--- src/rtl/qpd_pkg.sv ---
`default_nettype none

package qpd_pkg;

    localparam logic [7:0] CH_EQ = 8'h3D;
    localparam logic [7:0] CH_CR = 8'h0D;
    localparam logic [7:0] CH_LF = 8'h0A;

    localparam int QDEPTH = 4;
    localparam int QPTR_W = $clog2(QDEPTH);
    localparam int QCNT_W = $clog2(QDEPTH + 1);

    // One input byte's worth of output beats, 1 to 3 of them.
    typedef struct packed {
        logic [1:0] cnt;
        logic [7:0] b0;
        logic [7:0] b1;
        logic [7:0] b2;
        logic       v0;
        logic       msg_end;
    } job_t;

    function automatic logic is_hex(input logic [7:0] c);
        logic r;
        r = ((c >= 8'h30) && (c <= 8'h39)) ||
            ((c >= 8'h41) && (c <= 8'h46)) ||
            ((c >= 8'h61) && (c <= 8'h66));
        return r;
    endfunction

    function automatic logic [3:0] hex_nib(input logic [7:0] c);
        logic [7:0] r;
        if ((c >= 8'h30) && (c <= 8'h39))
        begin
            r = c - 8'h30;
        end
        else if ((c >= 8'h41) && (c <= 8'h46))
        begin
            r = c - 8'h37;
        end
        else if ((c >= 8'h61) && (c <= 8'h66))
        begin
            r = c - 8'h57;
        end
        else
        begin
            r = 8'h00;
        end
        return r[3:0];
    endfunction

endpackage

`default_nettype wire

--- src/rtl/qpd_front.sv ---
`default_nettype none

module qpd_front
    import qpd_pkg::*;
(
    input  wire logic       clk,
    input  wire logic       rst_n,
    input  wire logic       in_valid,
    output logic            in_ready,
    input  wire logic [7:0] in_byte,
    input  wire logic       message_end,
    input  wire logic       q_ready,
    output logic            q_push,
    output job_t            q_job
);

    logic [1:0] pend_reg;
    logic [1:0] pend_next;
    logic [7:0] second_reg;
    logic [7:0] second_next;
    logic       accept;
    logic       b_eq;
    logic       b_lf;
    logic       b_cr;
    logic       b_hex;
    logic       idle_hold;

    assign in_ready = q_ready;
    assign accept   = in_valid && in_ready;

    assign b_eq  = (in_byte == CH_EQ);
    assign b_lf  = (in_byte == CH_LF);
    assign b_cr  = (in_byte == CH_CR);
    assign b_hex = is_hex(in_byte);
    // '=' with nothing ahead of it opens an escape unless the message ends here
    assign idle_hold = b_eq && !message_end;

    always_comb
    begin
        job_t j;
        j           = '0;
        j.v0        = 1'b1;
        j.msg_end   = message_end;
        pend_next   = pend_reg;
        second_next = second_reg;
        case (pend_reg)
            2'd1:
            begin
                if (b_lf)
                begin
                    pend_next = 2'd0;
                end
                else if ((b_cr || b_hex) && !message_end)
                begin
                    pend_next   = 2'd2;
                    second_next = in_byte;
                end
                else
                begin
                    j.b0 = CH_EQ;
                    if (idle_hold)
                    begin
                        pend_next = 2'd1;
                        j.cnt     = 2'd1;
                    end
                    else
                    begin
                        pend_next = 2'd0;
                        j.b1      = in_byte;
                        j.cnt     = 2'd2;
                    end
                end
            end
            2'd2:
            begin
                if ((second_reg == CH_CR) && b_lf)
                begin
                    pend_next = 2'd0;
                end
                else if ((second_reg != CH_CR) && is_hex(second_reg) && b_hex)
                begin
                    pend_next = 2'd0;
                    j.b0      = {hex_nib(second_reg), hex_nib(in_byte)};
                    j.cnt     = 2'd1;
                end
                else
                begin
                    j.b0 = CH_EQ;
                    j.b1 = second_reg;
                    if (idle_hold)
                    begin
                        pend_next = 2'd1;
                        j.cnt     = 2'd2;
                    end
                    else
                    begin
                        pend_next = 2'd0;
                        j.b2      = in_byte;
                        j.cnt     = 2'd3;
                    end
                end
            end
            default:
            begin
                if (idle_hold)
                begin
                    pend_next = 2'd1;
                end
                else
                begin
                    pend_next = 2'd0;
                    j.b0      = in_byte;
                    j.cnt     = 2'd1;
                end
            end
        endcase
        if (message_end)
        begin
            pend_next   = 2'd0;
            second_next = 8'h00;
            // nothing to show for the last byte: bare end marker
            if (j.cnt == 2'd0)
            begin
                j.cnt = 2'd1;
                j.b0  = 8'h00;
                j.v0  = 1'b0;
            end
        end
        q_job = j;
    end

    assign q_push = accept && (q_job.cnt != 2'd0);

    always_ff @(posedge clk or negedge rst_n)
    begin
        if (!rst_n)
        begin
            pend_reg   <= 2'd0;
            second_reg <= 8'h00;
        end
        else if (accept)
        begin
            pend_reg   <= pend_next;
            second_reg <= second_next;
        end
    end

`ifndef SYNTHESIS
    a_end_clears: assert property (@(posedge clk) disable iff (!rst_n)
        (accept && message_end) |=> (pend_reg == 2'd0))
        else $error("pending state survived message end");
    a_end_pushes: assert property (@(posedge clk) disable iff (!rst_n)
        (accept && message_end) |-> q_push)
        else $error("message end produced no beat");
    a_pend_range: assert property (@(posedge clk) disable iff (!rst_n)
        (pend_reg == 2'd2) |-> ((second_reg == CH_CR) || is_hex(second_reg)))
        else $error("held byte is neither CR nor hex");
`endif

endmodule

`default_nettype wire

--- src/rtl/qpd_queue.sv ---
`default_nettype none

module qpd_queue
    import qpd_pkg::*;
(
    input  wire logic clk,
    input  wire logic rst_n,
    input  wire logic push,
    input  job_t      push_job,
    output logic      push_ready,
    input  wire logic pop,
    output logic      head_valid,
    output job_t      head_job
);

    job_t              mem [QDEPTH];
    logic [QPTR_W-1:0] wr_reg;
    logic [QPTR_W-1:0] rd_reg;
    logic [QCNT_W-1:0] cnt_reg;
    logic [QCNT_W-1:0] cnt_next;
    logic              do_push;
    logic              do_pop;

    assign push_ready = (cnt_reg != QCNT_W'(QDEPTH));
    assign head_valid = (cnt_reg != '0);
    assign head_job   = mem[rd_reg];
    assign do_push    = push && push_ready;
    assign do_pop     = pop && head_valid;

    always_comb
    begin
        cnt_next = cnt_reg;
        if (do_push && !do_pop)
        begin
            cnt_next = cnt_reg + 1'b1;
        end
        else if (do_pop && !do_push)
        begin
            cnt_next = cnt_reg - 1'b1;
        end
    end

    always_ff @(posedge clk)
    begin
        if (do_push)
        begin
            mem[wr_reg] <= push_job;
        end
    end

    always_ff @(posedge clk or negedge rst_n)
    begin
        if (!rst_n)
        begin
            wr_reg  <= '0;
            rd_reg  <= '0;
            cnt_reg <= '0;
        end
        else
        begin
            if (do_push)
            begin
                wr_reg <= wr_reg + 1'b1;
            end
            if (do_pop)
            begin
                rd_reg <= rd_reg + 1'b1;
            end
            cnt_reg <= cnt_next;
        end
    end

`ifndef SYNTHESIS
    a_cnt_bound: assert property (@(posedge clk) disable iff (!rst_n)
        cnt_reg <= QCNT_W'(QDEPTH))
        else $error("queue count past depth");
    a_ptr_track: assert property (@(posedge clk) disable iff (!rst_n)
        (QPTR_W'(wr_reg - rd_reg) == cnt_reg[QPTR_W-1:0]))
        else $error("queue pointers disagree with count");
    a_push_room: assert property (@(posedge clk) disable iff (!rst_n)
        push |-> push_ready)
        else $error("beat pushed into a full queue");
`endif

endmodule

`default_nettype wire

--- src/rtl/qpd_back.sv ---
`default_nettype none

module qpd_back
    import qpd_pkg::*;
(
    input  wire logic       clk,
    input  wire logic       rst_n,
    input  wire logic       head_valid,
    input  job_t            head_job,
    output logic            pop,
    output logic            out_valid,
    input  wire logic       out_ready,
    output logic [7:0]      out_byte,
    output logic            byte_valid,
    output logic            run_last,
    output logic            message_last
);

    logic [1:0] idx_reg;
    logic       ov_reg;
    logic [7:0] byte_reg;
    logic       bv_reg;
    logic       rl_reg;
    logic       ml_reg;
    logic       load;
    logic       last;
    logic [7:0] sel_byte;

    assign load = head_valid && (!ov_reg || out_ready);
    assign last = (idx_reg == (head_job.cnt - 2'd1));
    assign pop  = load && last;

    always_comb
    begin
        case (idx_reg)
            2'd0:    sel_byte = head_job.b0;
            2'd1:    sel_byte = head_job.b1;
            default: sel_byte = head_job.b2;
        endcase
    end

    always_ff @(posedge clk or negedge rst_n)
    begin
        if (!rst_n)
        begin
            idx_reg <= 2'd0;
            ov_reg  <= 1'b0;
        end
        else
        begin
            if (load)
            begin
                ov_reg  <= 1'b1;
                idx_reg <= last ? 2'd0 : idx_reg + 2'd1;
            end
            else if (out_ready)
            begin
                ov_reg <= 1'b0;
            end
        end
    end

    always_ff @(posedge clk)
    begin
        if (load)
        begin
            byte_reg <= sel_byte;
            bv_reg   <= (idx_reg == 2'd0) ? head_job.v0 : 1'b1;
            rl_reg   <= last;
            ml_reg   <= last && head_job.msg_end;
        end
    end

    assign out_valid    = ov_reg;
    assign out_byte     = byte_reg;
    assign byte_valid   = bv_reg;
    assign run_last     = rl_reg;
    assign message_last = ml_reg;

`ifndef SYNTHESIS
    a_idx_rest: assert property (@(posedge clk) disable iff (!rst_n)
        !head_valid |-> (idx_reg == 2'd0))
        else $error("beat index left mid-run with queue empty");
    a_idx_range: assert property (@(posedge clk) disable iff (!rst_n)
        head_valid |-> (idx_reg < head_job.cnt))
        else $error("beat index beyond run length");
    a_out_hold: assert property (@(posedge clk) disable iff (!rst_n)
        (out_valid && !out_ready) |=> (out_valid && $stable(out_byte) && $stable(byte_valid)))
        else $error("output beat changed while stalled");
`endif

endmodule

`default_nettype wire

--- src/rtl/quoted_printable_decoder_top.sv ---
`default_nettype none

// Quoted-printable decoder: takes one encoded byte per beat and returns the
// decoded beats it causes (zero to three). "=XY" with two hex digits of either
// case becomes one byte, "=" CR LF and "=" LF are soft breaks and vanish, any
// other "=" passes through literally. The beat with message_end set flushes
// held bytes and always returns at least one beat (a bare marker with
// byte_valid low if nothing else); its final beat carries message_last.
// Input is taken at one byte per cycle while the queue has room; the output
// side delivers one beat per cycle while out_ready is high. A two- or
// three-beat run always follows input bytes that produced no beat, so while
// out_ready stays high the input is never held off; the four-entry queue
// between the classifier and the beat serializer absorbs the burst.
module quoted_printable_decoder_top
    import qpd_pkg::*;
(
    input  wire logic       clk,
    input  wire logic       rst_n,
    input  wire logic       in_valid,
    output logic            in_ready,
    input  wire logic [7:0] in_byte,
    input  wire logic       message_end,
    output logic            out_valid,
    input  wire logic       out_ready,
    output logic [7:0]      out_byte,
    output logic            byte_valid,
    output logic            run_last,
    output logic            message_last
);

    logic q_push;
    logic q_ready;
    logic q_pop;
    logic q_valid;
    job_t push_job;
    job_t head_job;

    qpd_front u_front (
        .clk         (clk),
        .rst_n       (rst_n),
        .in_valid    (in_valid),
        .in_ready    (in_ready),
        .in_byte     (in_byte),
        .message_end (message_end),
        .q_ready     (q_ready),
        .q_push      (q_push),
        .q_job       (push_job)
    );

    qpd_queue u_queue (
        .clk        (clk),
        .rst_n      (rst_n),
        .push       (q_push),
        .push_job   (push_job),
        .push_ready (q_ready),
        .pop        (q_pop),
        .head_valid (q_valid),
        .head_job   (head_job)
    );

    qpd_back u_back (
        .clk          (clk),
        .rst_n        (rst_n),
        .head_valid   (q_valid),
        .head_job     (head_job),
        .pop          (q_pop),
        .out_valid    (out_valid),
        .out_ready    (out_ready),
        .out_byte     (out_byte),
        .byte_valid   (byte_valid),
        .run_last     (run_last),
        .message_last (message_last)
    );

endmodule

`default_nettype wire
--- config.mk ---
export PLATFORM = sky130hd
export DESIGN_NAME = quoted_printable_decoder_top
export DESIGN_NICKNAME = d
export VERILOG_FILES = /design/src/rtl/qpd_pkg.sv /design/src/rtl/qpd_front.sv /design/src/rtl/qpd_queue.sv /design/src/rtl/qpd_back.sv /design/src/rtl/quoted_printable_decoder_top.sv
export SDC_FILE = /design/constraint.sdc
export NUM_CORES = 1
export LEC_CHECK = 0
export BUFFER_PORTS_ARGS = -buffer_cell sky130_fd_sc_hd__buf_2
export CAP_MARGIN = 20
export CORE_MARGIN = 2
export CORE_UTILIZATION = 55
export DETAILED_ROUTE_END_ITERATION = 16
export PLACE_DENSITY = 0.72
export SETUP_SLACK_MARGIN = 0.2
export SLEW_MARGIN = 10
export SYNTH_ARGS = -nofsm -noshare
export SYNTH_HDL_FRONTEND = slang
export SYNTH_SLANG_ARGS = --single-unit
--- constraint.sdc ---
create_clock -name clk -period 2.8 [get_ports clk]
set_clock_uncertainty 0.1 [all_clocks]
set_input_delay 0 -clock clk [delete_from_list [all_inputs] [get_ports clk]]
set_output_delay 0 -clock clk [all_outputs]
set_load 0.02 [all_outputs]
* After elaboration in Yosys (flattened, before gate mapping)
Memory sizes are Yosys's and may differ from the RTL's. Cells that the tools add are included.
Word-level totals: RAM bits 112, flip-flop bits (word level) 31, memory bits (read-only) 0, memories 1, latch bits 0
Cells by class: divide/modulo/power cells 0, $mul 0, equality and inequality tests 11, order comparisons 12, muxes and demuxes 41, shift-type cells 0, add/subtract/negate cells 12, reduce and logical (&&, ||, !) cells 39, bitwise operators 0
Memories:
- u_queue.mem | words 4, bits a word 28, read ports 1, clocked after memory_dff 0, wr ports 1, line qpd_queue.sv:16 | job_t mem [QDEPTH];
Operator list (number):
- 2-to-1 mux 8 bit | 6
- 2-to-1 mux 18 bit | 2
- >= comparator 8 x 7 -> 1 bit (second input constant) | 4
- <= comparator 8 x 7 -> 1 bit (second input constant) | 4
- case mux 8 bit (2 select lines) | 2
- 2-to-1 mux 10 bit | 3
- 2-to-1 mux 26 bit | 1
- equality test 8 x 4 -> 1 bit (second input constant) | 3
- 2-to-1 mux 4 bit | 6
- logical AND 1 bit | 20
- case mux 10 bit (2 select lines) | 1
- >= comparator 8 x 6 -> 1 bit (second input constant) | 2
- <= comparator 8 x 6 -> 1 bit (second input constant) | 2
- 2-to-1 mux 16 bit | 1
- subtractor 4 x 3 -> 4 bit (second input constant) | 4
- 2-to-1 mux 2 bit | 7
- nonzero test 2 bit | 5
- 2-to-1 mux 9 bit | 1
- equality test 8 x 6 -> 1 bit (second input constant) | 1
- 2-to-1 mux 1 bit | 8
- != test 8 x 4 -> 1 bit (second input constant) | 1
- subtractor 4 x 1 -> 4 bit (second input constant) | 2
- adder 2 x 1 -> 2 bit (second input constant) | 3
- logical OR 1 bit | 6
- other kinds (14) | 20

* Depth between registers and ports, before layout
depth after elaboration 19, depth in mapped cells 14, gate-level depth less buffers 13

* Hierarchy
A second synthesis with hierarchy kept.
Unflattened totals: cell total of the unflattened synthesis 411, area total of the unflattened synthesis 6507.5 µm²
By module, submodules not included:
- qpd_queue | instances 1, cells an instance 181, area each 4456.8 µm²
- qpd_front | instances 1, cells an instance 169, area each 1376.3 µm²
- qpd_back | instances 1, cells an instance 61, area each 674.4 µm²

* Worst setup path after synthesis
Ideal clock, no wire load.
kind register to register, start point register u_front.second_reg[1], end point register u_queue.cnt_reg[1], slack -0.160 ns, setup time 0.125 ns, arrival time 2.735 ns, stages on the path, launching flop included 12, buffers on the path 0, cells stage by stage dfrtp_1 -> inv_1 -> ha_1 -> nor4b_1 -> nand4b_1 -> o31ai_1 -> a21oi_2 -> o31a_1 -> ha_1 -> inv_1 -> fa_1 -> mux2_2
Between the ends: elaborated cells on any way between the ends 30, those cells by class order compare: 6; eq/ne: 2; mux: 6; reduce/logical: 16
RTL lines:
- start, declared | line qpd_front.sv:19 | logic [7:0] second_reg;
- start signal, assigned | line qpd_front.sv:144 | second_reg <= second_next;
- >= comparator 8 x 6 -> 1 bit, or another cell as far along | line qpd_pkg.sv:25 | r = ((c >= 8'h30) && (c <= 8'h39)) ||
- logical AND 1 bit (on tied branches) | line qpd_pkg.sv:25, qpd_pkg.sv:26
- logical OR 1 bit | line qpd_pkg.sv:25
- logical OR 1 bit | line qpd_pkg.sv:26 | ((c >= 8'h41) && (c <= 8'h46)) ||
- logical AND 1 bit (2 in series) | line qpd_front.sv:80 | else if ((second_reg != CH_CR) && is_hex(second_reg) && b_hex)
- 2-to-1 mux 10 bit | line qpd_front.sv:80
- 2-to-1 mux 26 bit * | line qpd_front.sv:76 | if ((second_reg == CH_CR) && b_lf)
- case mux 10 bit (2 select lines) * | line qpd_front.sv:46 | case (pend_reg)
- (+2 left out)
- 2-to-1 mux 10 bit * | line qpd_front.sv:117 | if (message_end)
- nonzero test 2 bit * | line qpd_front.sv:132 | assign q_push = accept && (q_job.cnt != 2'd0);
- logical AND 1 bit * | line qpd_front.sv:132
- logical AND 1 bit * | line qpd_queue.sv:27 | assign do_push = push && push_ready;
- net u_queue.do_push | line qpd_queue.sv:21 | logic do_push;
- logical AND 1 bit * | line qpd_queue.sv:33 | if (do_push && !do_pop)
- 2-to-1 mux 3 bit * | line qpd_queue.sv:33
- net u_queue.cnt_next[1] | line qpd_queue.sv:20 | logic [QCNT_W-1:0] cnt_next;
- end signal, assigned | line qpd_queue.sv:69 | cnt_reg <= cnt_next;
- end, declared | line qpd_queue.sv:19 | logic [QCNT_W-1:0] cnt_reg;
The timed path passes the listed nets; every way through them passes the cells marked *. A chain may end at the register's enable or synchronous reset.

* Worst setup path in the final report
start point register u_front.second_reg[0], end point register u_queue.cnt_reg[2]
Between the ends: word-level cells in the longest chain between the ends 18, elaborated cells on any way between the ends 30, those cells by class order compare: 6; eq/ne: 2; mux: 6; reduce/logical: 16
Ends and longest elaborated chain:
- >= comparator 8 x 6 -> 1 bit, or another cell as far along | line qpd_pkg.sv:25
- logical AND 1 bit (on tied branches) | line qpd_pkg.sv:25, qpd_pkg.sv:26
- logical OR 1 bit | line qpd_pkg.sv:25
- logical OR 1 bit | line qpd_pkg.sv:26
- logical AND 1 bit (2 in series) | line qpd_front.sv:80
- 2-to-1 mux 10 bit | line qpd_front.sv:80
- 2-to-1 mux 26 bit * | line qpd_front.sv:76
- case mux 10 bit (2 select lines) * | line qpd_front.sv:46
- (+2 left out)
- 2-to-1 mux 10 bit * | line qpd_front.sv:117
- nonzero test 2 bit * | line qpd_front.sv:132
- logical AND 1 bit * | line qpd_front.sv:132
- logical AND 1 bit * | line qpd_queue.sv:27
- net u_queue.do_push | line qpd_queue.sv:21
- logical NOT 1 bit | line qpd_queue.sv:37 | else if (do_pop && !do_push)
- logical AND 1 bit | line qpd_queue.sv:37
- nonzero test 2 bit (no line)
Marks and branches as above.

==> flow_summary.ini <==
[yosys]
ys_dominant_reg_cell = sky130_fd_sc_hd__edfxtp_1
yosys.cell_types.count = 59
synth-seq-area-share = 0.650
synth_top_cell_area_share = 0.573
synthesis.area_sq_um = 6450
synthesis.area_per_instance_sq_um = 15.9
synth_largest_area_cell = sky130_fd_sc_hd__edfxtp_1
postSynth.asyncResetShare = 0.140
postSynthCellCount = 405
synth.net_count = 436
number_of_flops_mapped_to_enable_cells_by_yosys = 123
synth.yosys.warnings = 0
synthTopCellsByArea = sky130_fd_sc_hd__edfxtp_1 (57%), sky130_fd_sc_hd__mux4_2 (9.8%), sky130_fd_sc_hd__dfrtp_1 (7.8%), sky130_fd_sc_hd__ha_1 (3.3%), sky130_fd_sc_hd__a22o_1 (1.8%)
synth_seq_cells = 143

[drt]
wl_per_cell_um = 24.3
detail_route.iter0.violations = 536
detailedRoute.firstPassIterationCount = 5
post_drt_via_cell_ratio = 6.30
remaining_drc_errors = 0
drt-total-wl_um = 15900
antenna_left = 0
detailroute.via_count = 4137

[clock_network]
cts_made_buffers = 17
worstSkewPairLatency_ps = 420
clk_transition_reported_paths_ps = 60
cts-root-buf = sky130_fd_sc_hd__clkbuf_16
htreeDepth = 4
clock_sink_count = 143
clockBufferDepth = 2
tritoncts = built

[worst_setup_path]
cp_data_required_time_ps = 3040
critPathMaxFanout = 3
setup.worst_path.class = flop to flop
cp.arrival_ps = 3160
start_kind = flop
r2r.worst_path.cells = 13
category_of_the_worst_setup_path_capture_point = flop

[cells_and_area]
final_cell_count_no_fill = 657
fin_util = 0.721
drive_above_1_share = 0.340
final.fill_count = 690
diodes_inserted = 0
finish.instance_area_sq_um = 8240
p_r_area_growth_vs_syn_pct = 27.7
largest_register_ff_count = 112
finish.net_count = 534

[die]
die_h_um = 112
width_of_the_die_um = 112
placeable_core_region_sq_um = 11400
floorplan.die_area_sq_um = 12600
starting_density_of_the_core = 0.565
ioPinCount = 26
fp-row-count = 39

[global_route]
grt_pass1_wl_um = 22600
vias_in_the_first_global_route = 4185
global_route.usage.total = 0.242
grt_antenna_before_repair = 0
gr-total-overflow = 0
grt-busiest-layer = met2
grt.met1_usage = 0.322
grt_start_max_net_pins = 29
grtUsageMet2 = 0.392
grt_use_met3 = 0.0740

[power_and_ir_drop]
leakagePower_nw = 3.00
ir_drop_uv = 746
p_seq_frac = 0.389
total_switching_power_mw = 2.28
internal_power_mw = 5.61
combPwrFrac = 0.324
power_density_nw_per_um2 = 958
clkPwrFrac = 0.287
swShare = 0.288
finalPower_mw = 7.89

[timing]
hold_slack_ps = 4.05
rsz_0062_raised_after_global_routing = yes
drv_slew = 0
period_needed_ps = 2910
tns_ps = -210
setup_violations = 2
relSlewSlack = 0.613
achievable-frequency_mhz = 343
report.final.hold_viol_count = 0
final_worst_slack_ps = -113
final_min_period_over_clock_period = 1.04
tightestPinTransition_ps = 578

[place]
place_worst_setup_slack_ps = -88.1
dp.cells = 586
place.gp.congestion = 0.904
final_hpwl_from_detailed_placement_um = 8940
detailed_place.area_sq_um = 7010
io_buffers = 25

[status]
violations = setup timing
run_status = complete, but fails checks

[worst_hold_path]
worstHoldPathType = input pin to asynchronous set/reset pin

[job]
total_of_max_cap_violations = 0
==> power groups by stage <==
stage	Combinational, mW	Sequential (mW)	Clock [mW]
floorplan	1.41	3.16	0
global placement	2.18	3.08	0
CTS	2.25	3.07	2.28
detailed placement	2.22	3.11	0
global route	2.72	3.12	2.36
finish	2.55	3.07	2.26
==> timing repair <==
item	CTS	global route
endpoints found under the hold margin	46	0
setup buffers	8	8
cloned	0	12
endpoints found under the setup margin	128	151
pin swaps	13	11
hold buffers	13	0
resized for setup	19	19
==> cell type report <==
type	count	area, sq um	area share
multi-input cells	224	2230	0.271
repair buffers	101	983	0.119
flip-flops and latches	143	4200	0.509
well taps	143	179	0.0217
clock buffers	22	444	0.0539
clock inverters	8	140	0.0170
inverters	16	60.1	0.00729
==> routing by layer <==
metal | routed length [um] | up-vias
li1 | - | 1802
met4 | 388 | 0
met1 | 6220 | 2101
met2 | 8180 | 204
met5 | 0 | -
met3 | 1150 | 30
==> worst max-delay path: stages (launching register included) <==
cell and delay (ps):
sky130_fd_sc_hd__dfrtp_1 420, sky130_fd_sc_hd__inv_1 80, sky130_fd_sc_hd__buf_4 140, sky130_fd_sc_hd__ha_2 200, sky130_fd_sc_hd__a211oi_4 330, sky130_fd_sc_hd__o31ai_4 100, sky130_fd_sc_hd__a21oi_2 180, sky130_fd_sc_hd__o31a_1 210
sky130_fd_sc_hd__ha_2 200, sky130_fd_sc_hd__inv_1 50, sky130_fd_sc_hd__fa_1 380, sky130_fd_sc_hd__xor2_1 170, sky130_fd_sc_hd__nor2_1 120, sky130_fd_sc_hd__xor2_1 150
==> Yosys cell counts (7+ instances only) <==
master                       n
sky130_fd_sc_hd__nor2_1     20
sky130_fd_sc_hd__and3_1      8
sky130_fd_sc_hd__a22o_1     13
sky130_fd_sc_hd__dfrtp_1    20
sky130_fd_sc_hd__mux4_2     28
sky130_fd_sc_hd__a221o_1     9
sky130_fd_sc_hd__a21oi_1     8
sky130_fd_sc_hd__clkbuf_1   15
sky130_fd_sc_hd__xnor2_1     7
sky130_fd_sc_hd__edfxtp_1  123
sky130_fd_sc_hd__inv_1      16
sky130_fd_sc_hd__ha_1       17
sky130_fd_sc_hd__and2_1      9
sky130_fd_sc_hd__nand2_1    16
sky130_fd_sc_hd__nor2b_1    10
==> layout by cell type (no fill, tap or decap), types with 14 or more instances in the layout <==
cell type	Yosys	routed
sky130_fd_sc_hd__buf_2	5	25
sky130_fd_sc_hd__buf_4	0	40
sky130_fd_sc_hd__clkbuf_16	0	25
sky130_fd_sc_hd__dfrtp_1	20	18
sky130_fd_sc_hd__edfxtp_1	123	123
sky130_fd_sc_hd__ha_1	17	14
sky130_fd_sc_hd__inv_1	16	15
sky130_fd_sc_hd__mux4_2	28	28
sky130_fd_sc_hd__nand2_1	16	15
sky130_fd_sc_hd__nor2_1	20	19
==> final timing paths <==
check                                      startpoint               endpoint  slack, ps
worst max-delay path            u_front.second_reg[0]     u_queue.cnt_reg[2]       -110
worst max register to register  u_front.second_reg[0]     u_queue.cnt_reg[2]       -110
worst min register to register     u_queue.cnt_reg[2]     u_queue.cnt_reg[2]        410
min in group clk                           in_byte[6]     u_queue.mem[2][24]         30
worst min-delay path                            rst_n      u_back.idx_reg[0]          4
max in group asynchronous                       rst_n  u_front.second_reg[6]       2190
==> kinds of logic (layout without fill, tap and decap cells) <==
family / after synthesis / after routing / share of synthesized area
buf+inv: 38 / 147 / 0.0243
compound gates: 74 / 74 / 0.0941
mux: 31 / 31 / 0.103
fa+ha+maj: 18 / 18 / 0.0361
flops: 143 / 143 / 0.650
simple gates: 90 / 90 / 0.0774
xor+xnor: 11 / 11 / 0.0149
(Power assumes the default switching activity.)
